===== src/rtl/core/hsvc_pkg.sv =====
// shared constants and types for the hsv to rgb converter
package hsvc_pkg;

    // default fraction widths of hue and of saturation / value
    localparam int HUE_FRAC_BITS_DEF = 6;
    localparam int SV_FRAC_BITS_DEF  = 8;

    // integer bits needed to hold 360 degrees
    localparam int HUE_INT_BITS = 9;

    // color component width
    localparam int COLOR_W = 8;

    // scaled component before the final divide by 15, at most 255 * 15
    localparam int          Y_W   = 12;
    localparam logic [11:0] Y_MAX = 12'd3825;

    // floor(y / 15) = (y * RECIP15) >> RECIP15_SHIFT for every y below 4096
    localparam logic [15:0] RECIP15       = 16'd34953;
    localparam int          RECIP15_SHIFT = 19;

    // 60-degree hue sector
    typedef enum logic [2:0] {
        SEC_0 = 3'd0,
        SEC_1 = 3'd1,
        SEC_2 = 3'd2,
        SEC_3 = 3'd3,
        SEC_4 = 3'd4,
        SEC_5 = 3'd5
    } sector_t;

    // which term a color channel carries: chroma, secondary or zero
    typedef enum logic [1:0] {
        SEL_C = 2'd0,
        SEL_X = 2'd1,
        SEL_Z = 2'd2
    } chan_sel_t;

endpackage


===== src/rtl/core/hsvc_hsv_if.sv =====
// hsv pixel channel with valid / ready handshake
interface hsvc_hsv_if #(
    parameter int HUE_W = hsvc_pkg::HUE_FRAC_BITS_DEF + hsvc_pkg::HUE_INT_BITS,
    parameter int SV_W  = hsvc_pkg::SV_FRAC_BITS_DEF + 1
);
    logic              valid;
    logic              ready;
    logic [HUE_W-1:0]  hue;
    logic [SV_W-1:0]   saturation;
    logic [SV_W-1:0]   brightness;

    modport source (output valid, output hue, output saturation, output brightness,
                    input ready);
    modport sink   (input valid, input hue, input saturation, input brightness,
                    output ready);
endinterface


===== src/rtl/core/hsvc_rgb_if.sv =====
// rgb pixel channel with valid / ready handshake
interface hsvc_rgb_if;
    import hsvc_pkg::*;

    logic               valid;
    logic               ready;
    logic [COLOR_W-1:0] red;
    logic [COLOR_W-1:0] green;
    logic [COLOR_W-1:0] blue;

    modport source (output valid, output red, output green, output blue, input ready);
    modport sink   (input valid, input red, input green, input blue, output ready);
endinterface


===== src/rtl/core/hsvc_sector.sv =====
// input clamp, hue sector decode, hue fraction and channel routing (two stages)
module hsvc_sector #(
    parameter int HUE_FRAC_BITS = hsvc_pkg::HUE_FRAC_BITS_DEF,
    parameter int SV_FRAC_BITS  = hsvc_pkg::SV_FRAC_BITS_DEF
) (
    input  logic                                            clk,
    input  logic                                            rst_n,
    input  logic                                            in_valid,
    output logic                                            in_ready,
    input  logic [HUE_FRAC_BITS+hsvc_pkg::HUE_INT_BITS-1:0] hue,
    input  logic [SV_FRAC_BITS:0]                           saturation,
    input  logic [SV_FRAC_BITS:0]                           brightness,
    output logic                                            out_valid,
    input  logic                                            out_ready,
    output logic [HUE_FRAC_BITS+5:0]                        frac,
    output logic [SV_FRAC_BITS+HUE_FRAC_BITS+5:0]           zero_term,
    output logic [SV_FRAC_BITS:0]                           sat,
    output logic [SV_FRAC_BITS:0]                           bri,
    output hsvc_pkg::chan_sel_t                             sel_red,
    output hsvc_pkg::chan_sel_t                             sel_green,
    output hsvc_pkg::chan_sel_t                             sel_blue
);
    import hsvc_pkg::*;

    localparam int HW  = HUE_FRAC_BITS + HUE_INT_BITS;
    localparam int FW  = HUE_FRAC_BITS + 6;
    localparam int SW  = SV_FRAC_BITS + 1;
    localparam int TW  = SV_FRAC_BITS + HUE_FRAC_BITS + 6;
    localparam int DEG = 60 * (2 ** HUE_FRAC_BITS);

    localparam logic [HW-1:0] B1    = HW'(DEG);
    localparam logic [HW-1:0] B2    = HW'(2 * DEG);
    localparam logic [HW-1:0] B3    = HW'(3 * DEG);
    localparam logic [HW-1:0] B4    = HW'(4 * DEG);
    localparam logic [HW-1:0] B5    = HW'(5 * DEG);
    localparam logic [HW-1:0] B6    = HW'(6 * DEG);
    localparam logic [SW-1:0] ONE   = SW'(2 ** SV_FRAC_BITS);
    localparam logic [TW-1:0] DEG_T = TW'(DEG);
    localparam logic [FW-1:0] DEG_F = FW'(DEG);

    // stage a registers
    logic            a_vld_reg;
    logic [HW-1:0]   a_hue_reg;
    sector_t         a_sec_reg;
    logic [SW-1:0]   a_sat_reg;
    logic [SW-1:0]   a_bri_reg;

    // stage b registers
    logic            b_vld_reg;
    logic [FW-1:0]   b_frac_reg;
    logic [TW-1:0]   b_zt_reg;
    logic [SW-1:0]   b_sat_reg;
    logic [SW-1:0]   b_bri_reg;
    chan_sel_t       b_sel_r_reg;
    chan_sel_t       b_sel_g_reg;
    chan_sel_t       b_sel_b_reg;

    logic            a_ld;
    logic            b_ld;
    logic            out_of_range;
    logic [HW-1:0]   a_hue_next;
    sector_t         a_sec_next;
    logic [SW-1:0]   a_sat_next;
    logic [SW-1:0]   a_bri_next;
    logic [HW-1:0]   hue_diff;
    logic [FW-1:0]   b_frac_next;
    logic [TW-1:0]   b_zt_next;
    chan_sel_t       b_sel_r_next;
    chan_sel_t       b_sel_g_next;
    chan_sel_t       b_sel_b_next;

    // stage advance: a stage loads when empty or when its word moves on
    assign b_ld     = !b_vld_reg || out_ready;
    assign a_ld     = !a_vld_reg || b_ld;
    assign in_ready = a_ld;

    // clamp inputs and decode the sector; a hue of a full turn or more goes to zero
    always_comb
    begin
        out_of_range = (hue >= B6);
        a_hue_next   = out_of_range ? '0 : hue;
        a_sat_next   = (saturation > ONE) ? ONE : saturation;
        a_bri_next   = (brightness > ONE) ? ONE : brightness;
        priority if (out_of_range)
            a_sec_next = SEC_0;
        else if (hue >= B5)
            a_sec_next = SEC_5;
        else if (hue >= B4)
            a_sec_next = SEC_4;
        else if (hue >= B3)
            a_sec_next = SEC_3;
        else if (hue >= B2)
            a_sec_next = SEC_2;
        else if (hue >= B1)
            a_sec_next = SEC_1;
        else
            a_sec_next = SEC_0;
    end

    always_ff @(posedge clk or negedge rst_n)
    begin
        if (!rst_n)
            a_vld_reg <= 1'b0;
        else if (a_ld)
            a_vld_reg <= in_valid;
    end

    always_ff @(posedge clk)
    begin
        if (a_ld && in_valid)
        begin
            a_hue_reg <= a_hue_next;
            a_sec_reg <= a_sec_next;
            a_sat_reg <= a_sat_next;
            a_bri_reg <= a_bri_next;
        end
    end

    // hue fraction rising in even sectors, falling in odd ones, plus routing
    always_comb
    begin
        unique case (a_sec_reg)
            SEC_0:
            begin
                hue_diff     = a_hue_reg;
                b_sel_r_next = SEL_C;
                b_sel_g_next = SEL_X;
                b_sel_b_next = SEL_Z;
            end
            SEC_1:
            begin
                hue_diff     = B2 - a_hue_reg;
                b_sel_r_next = SEL_X;
                b_sel_g_next = SEL_C;
                b_sel_b_next = SEL_Z;
            end
            SEC_2:
            begin
                hue_diff     = a_hue_reg - B2;
                b_sel_r_next = SEL_Z;
                b_sel_g_next = SEL_C;
                b_sel_b_next = SEL_X;
            end
            SEC_3:
            begin
                hue_diff     = B4 - a_hue_reg;
                b_sel_r_next = SEL_Z;
                b_sel_g_next = SEL_X;
                b_sel_b_next = SEL_C;
            end
            SEC_4:
            begin
                hue_diff     = a_hue_reg - B4;
                b_sel_r_next = SEL_X;
                b_sel_g_next = SEL_Z;
                b_sel_b_next = SEL_C;
            end
            SEC_5:
            begin
                hue_diff     = B6 - a_hue_reg;
                b_sel_r_next = SEL_C;
                b_sel_g_next = SEL_Z;
                b_sel_b_next = SEL_X;
            end
            default:
            begin
                hue_diff     = '0;
                b_sel_r_next = SEL_Z;
                b_sel_g_next = SEL_Z;
                b_sel_b_next = SEL_Z;
            end
        endcase
        b_frac_next = hue_diff[FW-1:0];
        // offset term at full scale: (1 - s) * deg
        b_zt_next   = TW'(ONE - a_sat_reg) * DEG_T;
    end

    always_ff @(posedge clk or negedge rst_n)
    begin
        if (!rst_n)
            b_vld_reg <= 1'b0;
        else if (b_ld)
            b_vld_reg <= a_vld_reg;
    end

    always_ff @(posedge clk)
    begin
        if (b_ld && a_vld_reg)
        begin
            b_frac_reg  <= b_frac_next;
            b_zt_reg    <= b_zt_next;
            b_sat_reg   <= a_sat_reg;
            b_bri_reg   <= a_bri_reg;
            b_sel_r_reg <= b_sel_r_next;
            b_sel_g_reg <= b_sel_g_next;
            b_sel_b_reg <= b_sel_b_next;
        end
    end

    // outputs
    assign out_valid = b_vld_reg;
    assign frac      = b_frac_reg;
    assign zero_term = b_zt_reg;
    assign sat       = b_sat_reg;
    assign bri       = b_bri_reg;
    assign sel_red   = b_sel_r_reg;
    assign sel_green = b_sel_g_reg;
    assign sel_blue  = b_sel_b_reg;

    // full-turn hue lands in the first sector at zero
    assert property (@(posedge clk) disable iff (!rst_n)
        (in_valid && in_ready && hue >= B6) |=> (a_hue_reg == '0 && a_sec_reg == SEC_0))
        else $error("hsvc_sector: hue wrap failed");

    // clamped saturation and value never exceed one
    assert property (@(posedge clk) disable iff (!rst_n)
        a_vld_reg |-> (a_sat_reg <= ONE && a_bri_reg <= ONE))
        else $error("hsvc_sector: clamp failed");

    // hue fraction stays within one sector width
    assert property (@(posedge clk) disable iff (!rst_n)
        b_vld_reg |-> (b_frac_reg <= DEG_F))
        else $error("hsvc_sector: hue fraction out of range");

    // each term goes to exactly one channel
    assert property (@(posedge clk) disable iff (!rst_n)
        b_vld_reg |->
            ($countones({b_sel_r_reg == SEL_C, b_sel_g_reg == SEL_C, b_sel_b_reg == SEL_C}) == 1
          && $countones({b_sel_r_reg == SEL_X, b_sel_g_reg == SEL_X, b_sel_b_reg == SEL_X}) == 1))
        else $error("hsvc_sector: channel routing not a permutation");

endmodule


===== src/rtl/core/hsvc_scale.sv =====
// per-channel term build, value multiply and 255 scaling (four stages)
module hsvc_scale #(
    parameter int HUE_FRAC_BITS = hsvc_pkg::HUE_FRAC_BITS_DEF,
    parameter int SV_FRAC_BITS  = hsvc_pkg::SV_FRAC_BITS_DEF
) (
    input  logic                                  clk,
    input  logic                                  rst_n,
    input  logic                                  in_valid,
    output logic                                  in_ready,
    input  logic [HUE_FRAC_BITS+5:0]              frac,
    input  logic [SV_FRAC_BITS+HUE_FRAC_BITS+5:0] zero_term,
    input  logic [SV_FRAC_BITS:0]                 sat,
    input  logic [SV_FRAC_BITS:0]                 bri,
    input  hsvc_pkg::chan_sel_t                   sel_red,
    input  hsvc_pkg::chan_sel_t                   sel_green,
    input  hsvc_pkg::chan_sel_t                   sel_blue,
    output logic                                  out_valid,
    input  logic                                  out_ready,
    output logic [hsvc_pkg::Y_W-1:0]              y_red,
    output logic [hsvc_pkg::Y_W-1:0]              y_green,
    output logic [hsvc_pkg::Y_W-1:0]              y_blue
);
    import hsvc_pkg::*;

    localparam int SW    = SV_FRAC_BITS + 1;
    localparam int TW    = SV_FRAC_BITS + HUE_FRAC_BITS + 6;
    localparam int PW    = SW + TW;
    localparam int SHIFT = 2 * SV_FRAC_BITS + HUE_FRAC_BITS + 2;
    localparam int DEG   = 60 * (2 ** HUE_FRAC_BITS);

    // chroma term at full scale: one * deg
    localparam logic [TW-1:0] FULL_T = TW'(DEG) << SV_FRAC_BITS;

    // stage c: s * fraction
    logic                 c_vld_reg;
    logic [TW-1:0]        c_sf_reg;
    logic [TW-1:0]        c_zt_reg;
    logic [SW-1:0]        c_bri_reg;
    chan_sel_t            c_sel_reg [3];

    // stage d: channel terms
    logic                 d_vld_reg;
    logic [TW-1:0]        d_t_reg [3];
    logic [SW-1:0]        d_bri_reg;

    // stage e: value times term
    logic                 e_vld_reg;
    logic [PW-1:0]        e_p_reg [3];

    // stage f: times 255 and shifted down
    logic                 f_vld_reg;
    logic [Y_W-1:0]       f_y_reg [3];

    logic                 c_ld;
    logic                 d_ld;
    logic                 e_ld;
    logic                 f_ld;
    logic [TW-1:0]        c_sf_next;
    logic [TW-1:0]        tx;
    logic [TW-1:0]        d_t_next [3];
    logic [PW-1:0]        e_p_next [3];
    logic [PW+7:0]        prod255 [3];
    logic [Y_W-1:0]       f_y_next [3];

    // stage advance chain
    assign f_ld     = !f_vld_reg || out_ready;
    assign e_ld     = !e_vld_reg || f_ld;
    assign d_ld     = !d_vld_reg || e_ld;
    assign c_ld     = !c_vld_reg || d_ld;
    assign in_ready = c_ld;

    always_ff @(posedge clk or negedge rst_n)
    begin
        if (!rst_n)
        begin
            c_vld_reg <= 1'b0;
            d_vld_reg <= 1'b0;
            e_vld_reg <= 1'b0;
            f_vld_reg <= 1'b0;
        end
        else
        begin
            if (c_ld)
                c_vld_reg <= in_valid;
            if (d_ld)
                d_vld_reg <= c_vld_reg;
            if (e_ld)
                e_vld_reg <= d_vld_reg;
            if (f_ld)
                f_vld_reg <= e_vld_reg;
        end
    end

    // secondary slope: s * fraction never exceeds one * deg
    assign c_sf_next = TW'(TW'(sat) * TW'(frac));

    always_ff @(posedge clk)
    begin
        if (c_ld && in_valid)
        begin
            c_sf_reg     <= c_sf_next;
            c_zt_reg     <= zero_term;
            c_bri_reg    <= bri;
            c_sel_reg[0] <= sel_red;
            c_sel_reg[1] <= sel_green;
            c_sel_reg[2] <= sel_blue;
        end
    end

    // channel term: full for chroma, slope plus offset for secondary, offset alone
    assign tx = c_sf_reg + c_zt_reg;

    always_comb
    begin
        for (int i = 0; i < 3; i++)
        begin
            unique case (c_sel_reg[i])
                SEL_C:   d_t_next[i] = FULL_T;
                SEL_X:   d_t_next[i] = tx;
                SEL_Z:   d_t_next[i] = c_zt_reg;
                default: d_t_next[i] = '0;
            endcase
        end
    end

    always_ff @(posedge clk)
    begin
        if (d_ld && c_vld_reg)
        begin
            d_t_reg   <= d_t_next;
            d_bri_reg <= c_bri_reg;
        end
    end

    // value multiply, one per channel
    always_comb
    begin
        for (int i = 0; i < 3; i++)
            e_p_next[i] = PW'(d_bri_reg) * PW'(d_t_reg[i]);
    end

    always_ff @(posedge clk)
    begin
        if (e_ld && d_vld_reg)
            e_p_reg <= e_p_next;
    end

    // times 255 by shift and subtract, then drop the power-of-two part of the divisor
    always_comb
    begin
        for (int i = 0; i < 3; i++)
        begin
            prod255[i]  = {e_p_reg[i], 8'b0} - {8'b0, e_p_reg[i]};
            f_y_next[i] = prod255[i][SHIFT+Y_W-1:SHIFT];
        end
    end

    always_ff @(posedge clk)
    begin
        if (f_ld && e_vld_reg)
            f_y_reg <= f_y_next;
    end

    assign out_valid = f_vld_reg;
    assign y_red     = f_y_reg[0];
    assign y_green   = f_y_reg[1];
    assign y_blue    = f_y_reg[2];

    // channel terms never exceed the full-scale term
    assert property (@(posedge clk) disable iff (!rst_n)
        d_vld_reg |-> (d_t_reg[0] <= FULL_T && d_t_reg[1] <= FULL_T && d_t_reg[2] <= FULL_T))
        else $error("hsvc_scale: channel term above full scale");

    // scaled value stays within 255 * 15 so the divide yields eight bits
    assert property (@(posedge clk) disable iff (!rst_n)
        f_vld_reg |-> (f_y_reg[0] <= Y_MAX && f_y_reg[1] <= Y_MAX && f_y_reg[2] <= Y_MAX))
        else $error("hsvc_scale: scaled value out of range");

endmodule


===== src/rtl/core/hsvc_div15.sv =====
// divide by 15 through a reciprocal multiply, into the output register
module hsvc_div15 (
    input  logic                         clk,
    input  logic                         rst_n,
    input  logic                         in_valid,
    output logic                         in_ready,
    input  logic [hsvc_pkg::Y_W-1:0]     y_red,
    input  logic [hsvc_pkg::Y_W-1:0]     y_green,
    input  logic [hsvc_pkg::Y_W-1:0]     y_blue,
    output logic                         out_valid,
    input  logic                         out_ready,
    output logic [hsvc_pkg::COLOR_W-1:0] red,
    output logic [hsvc_pkg::COLOR_W-1:0] green,
    output logic [hsvc_pkg::COLOR_W-1:0] blue
);
    import hsvc_pkg::*;

    localparam int MW = Y_W + 16;

    logic               g_vld_reg;
    logic [COLOR_W-1:0] g_q_reg [3];
    logic               g_ld;
    logic [Y_W-1:0]     y_in [3];
    logic [MW-1:0]      mul [3];
    logic [COLOR_W-1:0] g_q_next [3];

    assign g_ld     = !g_vld_reg || out_ready;
    assign in_ready = g_ld;

    assign y_in[0] = y_red;
    assign y_in[1] = y_green;
    assign y_in[2] = y_blue;

    // floor(y / 15) for y below 3840, where the quotient fits eight bits
    always_comb
    begin
        for (int i = 0; i < 3; i++)
        begin
            mul[i]      = MW'(y_in[i]) * MW'(RECIP15);
            g_q_next[i] = mul[i][RECIP15_SHIFT+COLOR_W-1:RECIP15_SHIFT];
        end
    end

    always_ff @(posedge clk or negedge rst_n)
    begin
        if (!rst_n)
            g_vld_reg <= 1'b0;
        else if (g_ld)
            g_vld_reg <= in_valid;
    end

    always_ff @(posedge clk)
    begin
        if (g_ld && in_valid)
            g_q_reg <= g_q_next;
    end

    assign out_valid = g_vld_reg;
    assign red       = g_q_reg[0];
    assign green     = g_q_reg[1];
    assign blue      = g_q_reg[2];

endmodule


===== src/rtl/core/hsv_to_rgb_converter_core.sv =====
// hsv to rgb pixel converter top level
// each accepted hsv word passes stages a, b (sector), c, d, e, f (scale) and g (divide) in order
// throughput: one pixel per cycle while the output is ready; every stage has its own valid bit and
// loads whenever it is empty or its word moves on, so bubbles close up
// the last stage is the output register; a stall holds every occupied stage
// reset (rst_n low, asynchronous) clears all valid bits, data registers are not reset
module hsv_to_rgb_converter_core #(
    parameter int HUE_FRAC_BITS = hsvc_pkg::HUE_FRAC_BITS_DEF,
    parameter int SV_FRAC_BITS  = hsvc_pkg::SV_FRAC_BITS_DEF
) (
    input  logic             clk,
    input  logic             rst_n,
    hsvc_hsv_if.sink         hsv,
    hsvc_rgb_if.source       rgb
);
    import hsvc_pkg::*;

    localparam int FW = HUE_FRAC_BITS + 6;
    localparam int SW = SV_FRAC_BITS + 1;
    localparam int TW = SV_FRAC_BITS + HUE_FRAC_BITS + 6;

    // sector stage to scale stage
    logic             sec_valid;
    logic             sec_ready;
    logic [FW-1:0]    sec_frac;
    logic [TW-1:0]    sec_zt;
    logic [SW-1:0]    sec_sat;
    logic [SW-1:0]    sec_bri;
    chan_sel_t        sec_sel_r;
    chan_sel_t        sec_sel_g;
    chan_sel_t        sec_sel_b;

    // scale stage to divider
    logic             scl_valid;
    logic             scl_ready;
    logic [Y_W-1:0]   scl_y_r;
    logic [Y_W-1:0]   scl_y_g;
    logic [Y_W-1:0]   scl_y_b;

    // clamp, sector decode and routing
    hsvc_sector #(
        .HUE_FRAC_BITS (HUE_FRAC_BITS),
        .SV_FRAC_BITS  (SV_FRAC_BITS)
    ) u_sector (
        .clk        (clk),
        .rst_n      (rst_n),
        .in_valid   (hsv.valid),
        .in_ready   (hsv.ready),
        .hue        (hsv.hue),
        .saturation (hsv.saturation),
        .brightness (hsv.brightness),
        .out_valid  (sec_valid),
        .out_ready  (sec_ready),
        .frac       (sec_frac),
        .zero_term  (sec_zt),
        .sat        (sec_sat),
        .bri        (sec_bri),
        .sel_red    (sec_sel_r),
        .sel_green  (sec_sel_g),
        .sel_blue   (sec_sel_b)
    );

    // channel terms and scaling
    hsvc_scale #(
        .HUE_FRAC_BITS (HUE_FRAC_BITS),
        .SV_FRAC_BITS  (SV_FRAC_BITS)
    ) u_scale (
        .clk        (clk),
        .rst_n      (rst_n),
        .in_valid   (sec_valid),
        .in_ready   (sec_ready),
        .frac       (sec_frac),
        .zero_term  (sec_zt),
        .sat        (sec_sat),
        .bri        (sec_bri),
        .sel_red    (sec_sel_r),
        .sel_green  (sec_sel_g),
        .sel_blue   (sec_sel_b),
        .out_valid  (scl_valid),
        .out_ready  (scl_ready),
        .y_red      (scl_y_r),
        .y_green    (scl_y_g),
        .y_blue     (scl_y_b)
    );

    // final divide and output register
    hsvc_div15 u_div15 (
        .clk        (clk),
        .rst_n      (rst_n),
        .in_valid   (scl_valid),
        .in_ready   (scl_ready),
        .y_red      (scl_y_r),
        .y_green    (scl_y_g),
        .y_blue     (scl_y_b),
        .out_valid  (rgb.valid),
        .out_ready  (rgb.ready),
        .red        (rgb.red),
        .green      (rgb.green),
        .blue       (rgb.blue)
    );

endmodule


===== src/flat_wrapper.sv =====
// flat-port wrapper written by rule: the top's interface ports become plain ports
module hsv_to_rgb_converter_core_flat import hsvc_pkg::*;
#(
    parameter int HUE_FRAC_BITS = hsvc_pkg::HUE_FRAC_BITS_DEF,
    parameter int SV_FRAC_BITS  = hsvc_pkg::SV_FRAC_BITS_DEF
)
  (clk, rst_n, hsv_valid, hsv_hue, hsv_saturation, hsv_brightness, hsv_ready, rgb_valid, rgb_red, rgb_green, rgb_blue, rgb_ready);
  hsvc_hsv_if hsv_i ();
  hsvc_rgb_if rgb_i ();
  input  logic clk;
  input  logic rst_n;
  input wire logic [$bits(hsv_i.valid)-1:0] hsv_valid;
  input wire logic [$bits(hsv_i.hue)-1:0] hsv_hue;
  input wire logic [$bits(hsv_i.saturation)-1:0] hsv_saturation;
  input wire logic [$bits(hsv_i.brightness)-1:0] hsv_brightness;
  output wire logic [$bits(hsv_i.ready)-1:0] hsv_ready;
  output wire logic [$bits(rgb_i.valid)-1:0] rgb_valid;
  output wire logic [$bits(rgb_i.red)-1:0] rgb_red;
  output wire logic [$bits(rgb_i.green)-1:0] rgb_green;
  output wire logic [$bits(rgb_i.blue)-1:0] rgb_blue;
  input wire logic [$bits(rgb_i.ready)-1:0] rgb_ready;
  assign hsv_i.valid = hsv_valid;
  assign hsv_i.hue = hsv_hue;
  assign hsv_i.saturation = hsv_saturation;
  assign hsv_i.brightness = hsv_brightness;
  assign hsv_ready = hsv_i.ready;
  assign rgb_valid = rgb_i.valid;
  assign rgb_red = rgb_i.red;
  assign rgb_green = rgb_i.green;
  assign rgb_blue = rgb_i.blue;
  assign rgb_i.ready = rgb_ready;
  hsv_to_rgb_converter_core #(.HUE_FRAC_BITS(HUE_FRAC_BITS), .SV_FRAC_BITS(SV_FRAC_BITS)) u_core (.clk(clk), .rst_n(rst_n), .hsv(hsv_i), .rgb(rgb_i));
endmodule

===== config.mk =====
export PLATFORM = sky130hd
export DESIGN_NAME = hsv_to_rgb_converter_core_flat
export DESIGN_NICKNAME = d
export VERILOG_FILES = /design/src/rtl/core/hsvc_pkg.sv /design/src/rtl/core/hsvc_hsv_if.sv /design/src/rtl/core/hsvc_rgb_if.sv /design/src/rtl/core/hsvc_sector.sv /design/src/rtl/core/hsvc_scale.sv /design/src/rtl/core/hsvc_div15.sv /design/src/rtl/core/hsv_to_rgb_converter_core.sv /design/src/flat_wrapper.sv
export SDC_FILE = /design/constraint.sdc
export NUM_CORES = 2
export LEC_CHECK = 0
export ABC_AREA = 1
export BUFFER_PORTS_ARGS = -buffer_cell sky130_fd_sc_hd__clkbuf_2
export CAP_MARGIN = 5
export CORE_MARGIN = 5
export CORE_UTILIZATION = 45
export CTS_CLUSTER_DIAMETER = 100
export DETAILED_ROUTE_END_ITERATION = 8
export SYNTH_ARGS = -nofsm -noshare
export SYNTH_HDL_FRONTEND = slang
export SYNTH_HIERARCHICAL = 1
export SYNTH_SLANG_ARGS = --single-unit

===== constraint.sdc =====
create_clock -name clk -period 13.8 [get_ports clk]
set_input_delay 2.76 -clock clk [delete_from_list [all_inputs] [get_ports clk]]
set_output_delay 2.76 -clock clk [all_outputs]
set_load 0.005 [all_outputs]

# Word-level counts from Yosys, hierarchy flattened
# Memories as Yosys holds them, arrays and structs flattened.
# Index checks and enable logic that the tools add are counted.
# totals
register_bits,345
mem_bits_rw,6
input_bits,37
output_inout_bits,26
word_cells,119
memories,1
# classes
add_sub_neg,10
multipliers,8
order_cmp,8
n_eq_ne,11
muxes,14
n_reduce_logical,32
# memory_table
name,words,width,rd,rd_ports_with_merged_regs,wr,line_no,rtl
u_core.u_scale.c_sel_reg,3,2,3,0,3,hsvc_scale.sv:39,chan_sel_t c_sel_reg [3];
# ops
operator,n
$pmux 20 s3,3
$sub 36x29->36,3
$mul 9x20->29,3
$mul 12x16->27 const B,3
$pmux 12 s6,1
$sub 12x12->12 const A,3
$ge 15x14->1 const B,2
$ge 15x15->1 const B,2
$sub 12x12->12 const B,2
$add 20x20->20,1
$mul 20x4->12 const B,1
$mul 9x12->20,1
$gt 9x9->1 const B,2
$ge 15x12->1 const B,1
$ge 15x13->1 const B,1
$pmux 2 s2,3
$reduce_or 2->1,6
$sub 9x9->10 const A,1
$logic_and 1x1->1,7
$logic_not 1->1,7
$logic_or 1x1->1,7
$eq 2x1->1 const B,3
$eq 2x2->1 const B,3
$eq 3x2->1 const B,2
8 further kinds,15

# Longest topological paths before layout
# depth
word_depth,9
depth_mapped,24
depth_no_buf,23

# Modules after synthesis
# Netlist, hierarchy kept.
# by_module_without_submodules
module,instances,cells_per_inst,area_each_um2,seq_area_each_um2
hsvc_scale,1,4781,36022.0,7517.2
hsvc_div15,1,740,5811.8,745.7
hsvc_sector,1,469,4692.0,2452.4

# Worst setup path after synthesis
# Ideal clock, no wire load.
# synth_path
path_type,input-to-output
from,input rgb_ready
to,output hsv_ready
t_arrival_ps,3657
required_ps,11040
setup_slack_ps,7383
cell_stages,12
n_path_buf,0
path_cell_list,inv_1 > nand2_1 > nor2_1 > inv_1 > nor2_1 > inv_1 > nor2_1 > inv_1 > nor2_1 > inv_1 > inv_1 > nand3_1
# synth_between
elab_chain_cells,7
# synth_rtl
item,line_no,rtl
start: declaration,flat_wrapper.sv:21,input wire logic [$bits(rgb_i.ready)-1:0] rgb_ready;
$logic_or 1x1->1,hsvc_div15.sv:27,assign g_ld = !g_vld_reg || out_ready;
net u_core.scl_ready,hsv_to_rgb_converter_core.sv:35,logic scl_ready;
$logic_or 1x1->1,hsvc_scale.sv:66,assign f_ld = !f_vld_reg || out_ready;
$logic_or 1x1->1,hsvc_scale.sv:67,assign e_ld = !e_vld_reg || f_ld;
$logic_or 1x1->1,hsvc_scale.sv:68,assign d_ld = !d_vld_reg || e_ld;
$logic_or 1x1->1,hsvc_scale.sv:69,assign c_ld = !c_vld_reg || d_ld;
net u_core.sec_ready,hsv_to_rgb_converter_core.sv:24,logic sec_ready;
$logic_or 1x1->1,hsvc_sector.sv:73,assign b_ld = !b_vld_reg || out_ready;
$logic_or 1x1->1,hsvc_sector.sv:74,assign a_ld = !a_vld_reg || b_ld;
end: declaration,flat_wrapper.sv:16,output wire logic [$bits(hsv_i.ready)-1:0] hsv_ready;
# The timed path passes the listed nets, and every way through them passes these cells.

# Final worst setup path
# Ends and elaborated chain as after synthesis.

==> results.md <==
* Crit path kind: in2out
* Vias in the first global route at 37,006
* Critical Path AT at 4.58 ns
* Final hold violations at 0
* First-pass DRT Iterations at 6
* Post-layout minimum cycle time at 7.34 ns
* Clock Latency Late Sink at 0.63 ns
* Least-Margin Pin Slew at 0.976 ns
* CP Launch Type: input port
* Number of synthesized flops with an enable pin at 351
* R2R setup slack at 8.43 ns
* Crit-path slowest cell: nor2_1
* DR WL/cell at 14.5 µm
* Num ports at 63
* GP Congestion at 0.919
* Antenna Nets Post-Route at 0
* DRC viols at 0
* Relative slew slack at 34.9%
* Tcrit/Tclk final at 53.2%
* Row cnt at 118
* Synth unique cells at 59
* Mapped Cells at 5,990
* Max Clock Freq at 136 MHz
* CTS buffer count at 48
* Critical Path Most Common Cell: inv_1
* WP data required at 11.04 ns
* Antenna cells at 0
* PortBufs at 62
* # setup viols final at 0
* Final nets at 6,936
* Ys flop type: edfxtp_1
* Post-synth ARST share at 1.96%
* HPWL Detailed at 88.5 mm
* Most frequent cells in the layout: 1,548 x nand2_1, 1,470 x inv_1, 503 x fa_1
* Yosys warns at 6
* First-pass GRT wire length at 181 mm
* Max cap viols at 0
* Hold Crit Class: reg2reg
* H-Tree Depth at 2
* Fraction of layout cells with a size suffix above 1 at 4.95%
* Drt total wl at 107 mm
* DRT iter0 DRCs at 2,060
* Initial Utilization at 45.1%
* TritonCTS clock tree: done
* Post-CTS sizing at 0
* Clock Tree Buf Depth at 3
* Post-CTS setup buffer count at 0
* Clk sinks at 358
* Die height at 332 µm
* Area growth syn-to-layout at 6.90%
* Most common cell after layout, fill and taps aside: nand2_1
* Hold WS at 0.408 ns
* CP endpoint kind: primary output
* RSZ-0062 raised after global routing: false
* Fin. max-slew vios at 0
* Tot GR Track Use at 19.6%
* Hold buffers post-CTS at 0
* Core Area at 103,000 µm²
* Worst Clk Skew at 0.0183 ns
* Clock root buffer: clkbuf_16
* Drt via density at 4.91
* Count of state elements after synthesis at 358
* Initial antenna violation count at 0
* Via count at 36,234
* Clk slew on worst S/H paths at 0.06 ns
* Max FFs per register at 87
* Synth Cell Area at 46,500 µm²
* Setup TNS at 0 ns
* Crit path cell chain: clkbuf_2, inv_1, nand2_1, nor2_1, inv_1, nor2_1, inv_1, nor2_1, inv_1, nor2_1, inv_1, inv_1, nand3_1, clkbuf_2
* Die area at 110,000 µm²
* Register area share after synthesis at 23.0%
* Total gr overflow at 0
* Outcome: completed
* Worst-path fanout max at 3
* Syn Area/Cell at 7.77 µm²
* Largest net degree at the start of global routing at 66
* Worst path max stage delay at 0.23 ns
* Die X at 332 µm
==> stage by stage <==
step | utilization (%) | area, µm² | cells | setup WS (ns)
final | 48.3 | 49700 | 7380 | 6.46
after global routing | 48.3 | 49700 | 7380 | 6.19
after CTS | 48.3 | 49700 | 7380 | 6.42
after detailed placement | 46.7 | 48100 | 7292 | 6.42
after global placement | 46.7 | 48100 | 7292 | 6.39
after floorplan | - | 46600 | 5997 | 7.38
==> final timing paths <==
check                                             start                          to  cells past startpoint
hold / removal             u_core/u_sector/a_bri_reg[4]      u_core/u_sector/bri[4]                      0
min in group asynchronous                         rst_n    u_core/u_scale/out_valid                      1
hold reg to reg            u_core/u_sector/a_bri_reg[4]      u_core/u_sector/bri[4]                      0
setup / recovery                              rgb_ready                   hsv_ready                     14
setup reg to reg            u_core/u_scale/d_bri_reg[7]  u_core/u_scale/e_p_reg[25]                     18
max in group asynchronous                         rst_n    u_core/u_scale/d_vld_reg                      1
==> Yosys cell counts (all sizes together) (65+ instances only) <==
library cell | n | area share, %
inv | 1485 | 12
nand3 | 246 | 2.8
a21oi | 242 | 2.6
xor2 | 68 | 1.3
ha | 434 | 12
nor2 | 375 | 3.3
edfxtp | 351 | 23
nand4 | 65 | 0.87
nor3 | 69 | 0.86
clkbuf | 141 | 1.1
nand2 | 1600 | 13
fa | 503 | 22
o21ai | 174 | 1.9
==> kinds of logic after synthesis <==
kind of cell    after synthesis  synth area share (%)
compound gates              526                  6.24
xor+xnor                    111                  2.15
fa+ha+maj                   939                  33.4
buf+inv                    1649                  13.4
flops                       358                  23.0
other cells                   1               0.00806
simple gates               2406                  21.8
==> cell type report <==
cell class	count	area, µm²
Clock buffer	51	1230
Clock inverter	37	408
Fill cell	10331	53300
Inverter	1487	5580
Multi-Input combinational cell	3990	29600
Sequential cell	358	10700
Tap cell	1380	1730
Timing Repair Buffer	77	423
==> per-layer routing <==
metal | track usage, % | up-vias | wire, µm
li1 | - | 18272 | -
met5 | 0 | - | 0
met2 | 34.2 | 636 | 51300
met4 | 4.92 | 0 | 2520
met3 | 2.29 | 139 | 4190
met1 | 26.0 | 17187 | 48800
==> worst max-delay path: cells and delay by family <==
family                 cells  cell delay (ns)
and+or+nand+nor            6             0.94
buffers and inverters      8             0.87
Power is left out: the tool's default activity adds up to more than one toggle a clock period on the data nets, which glitch-free logic cannot reach.
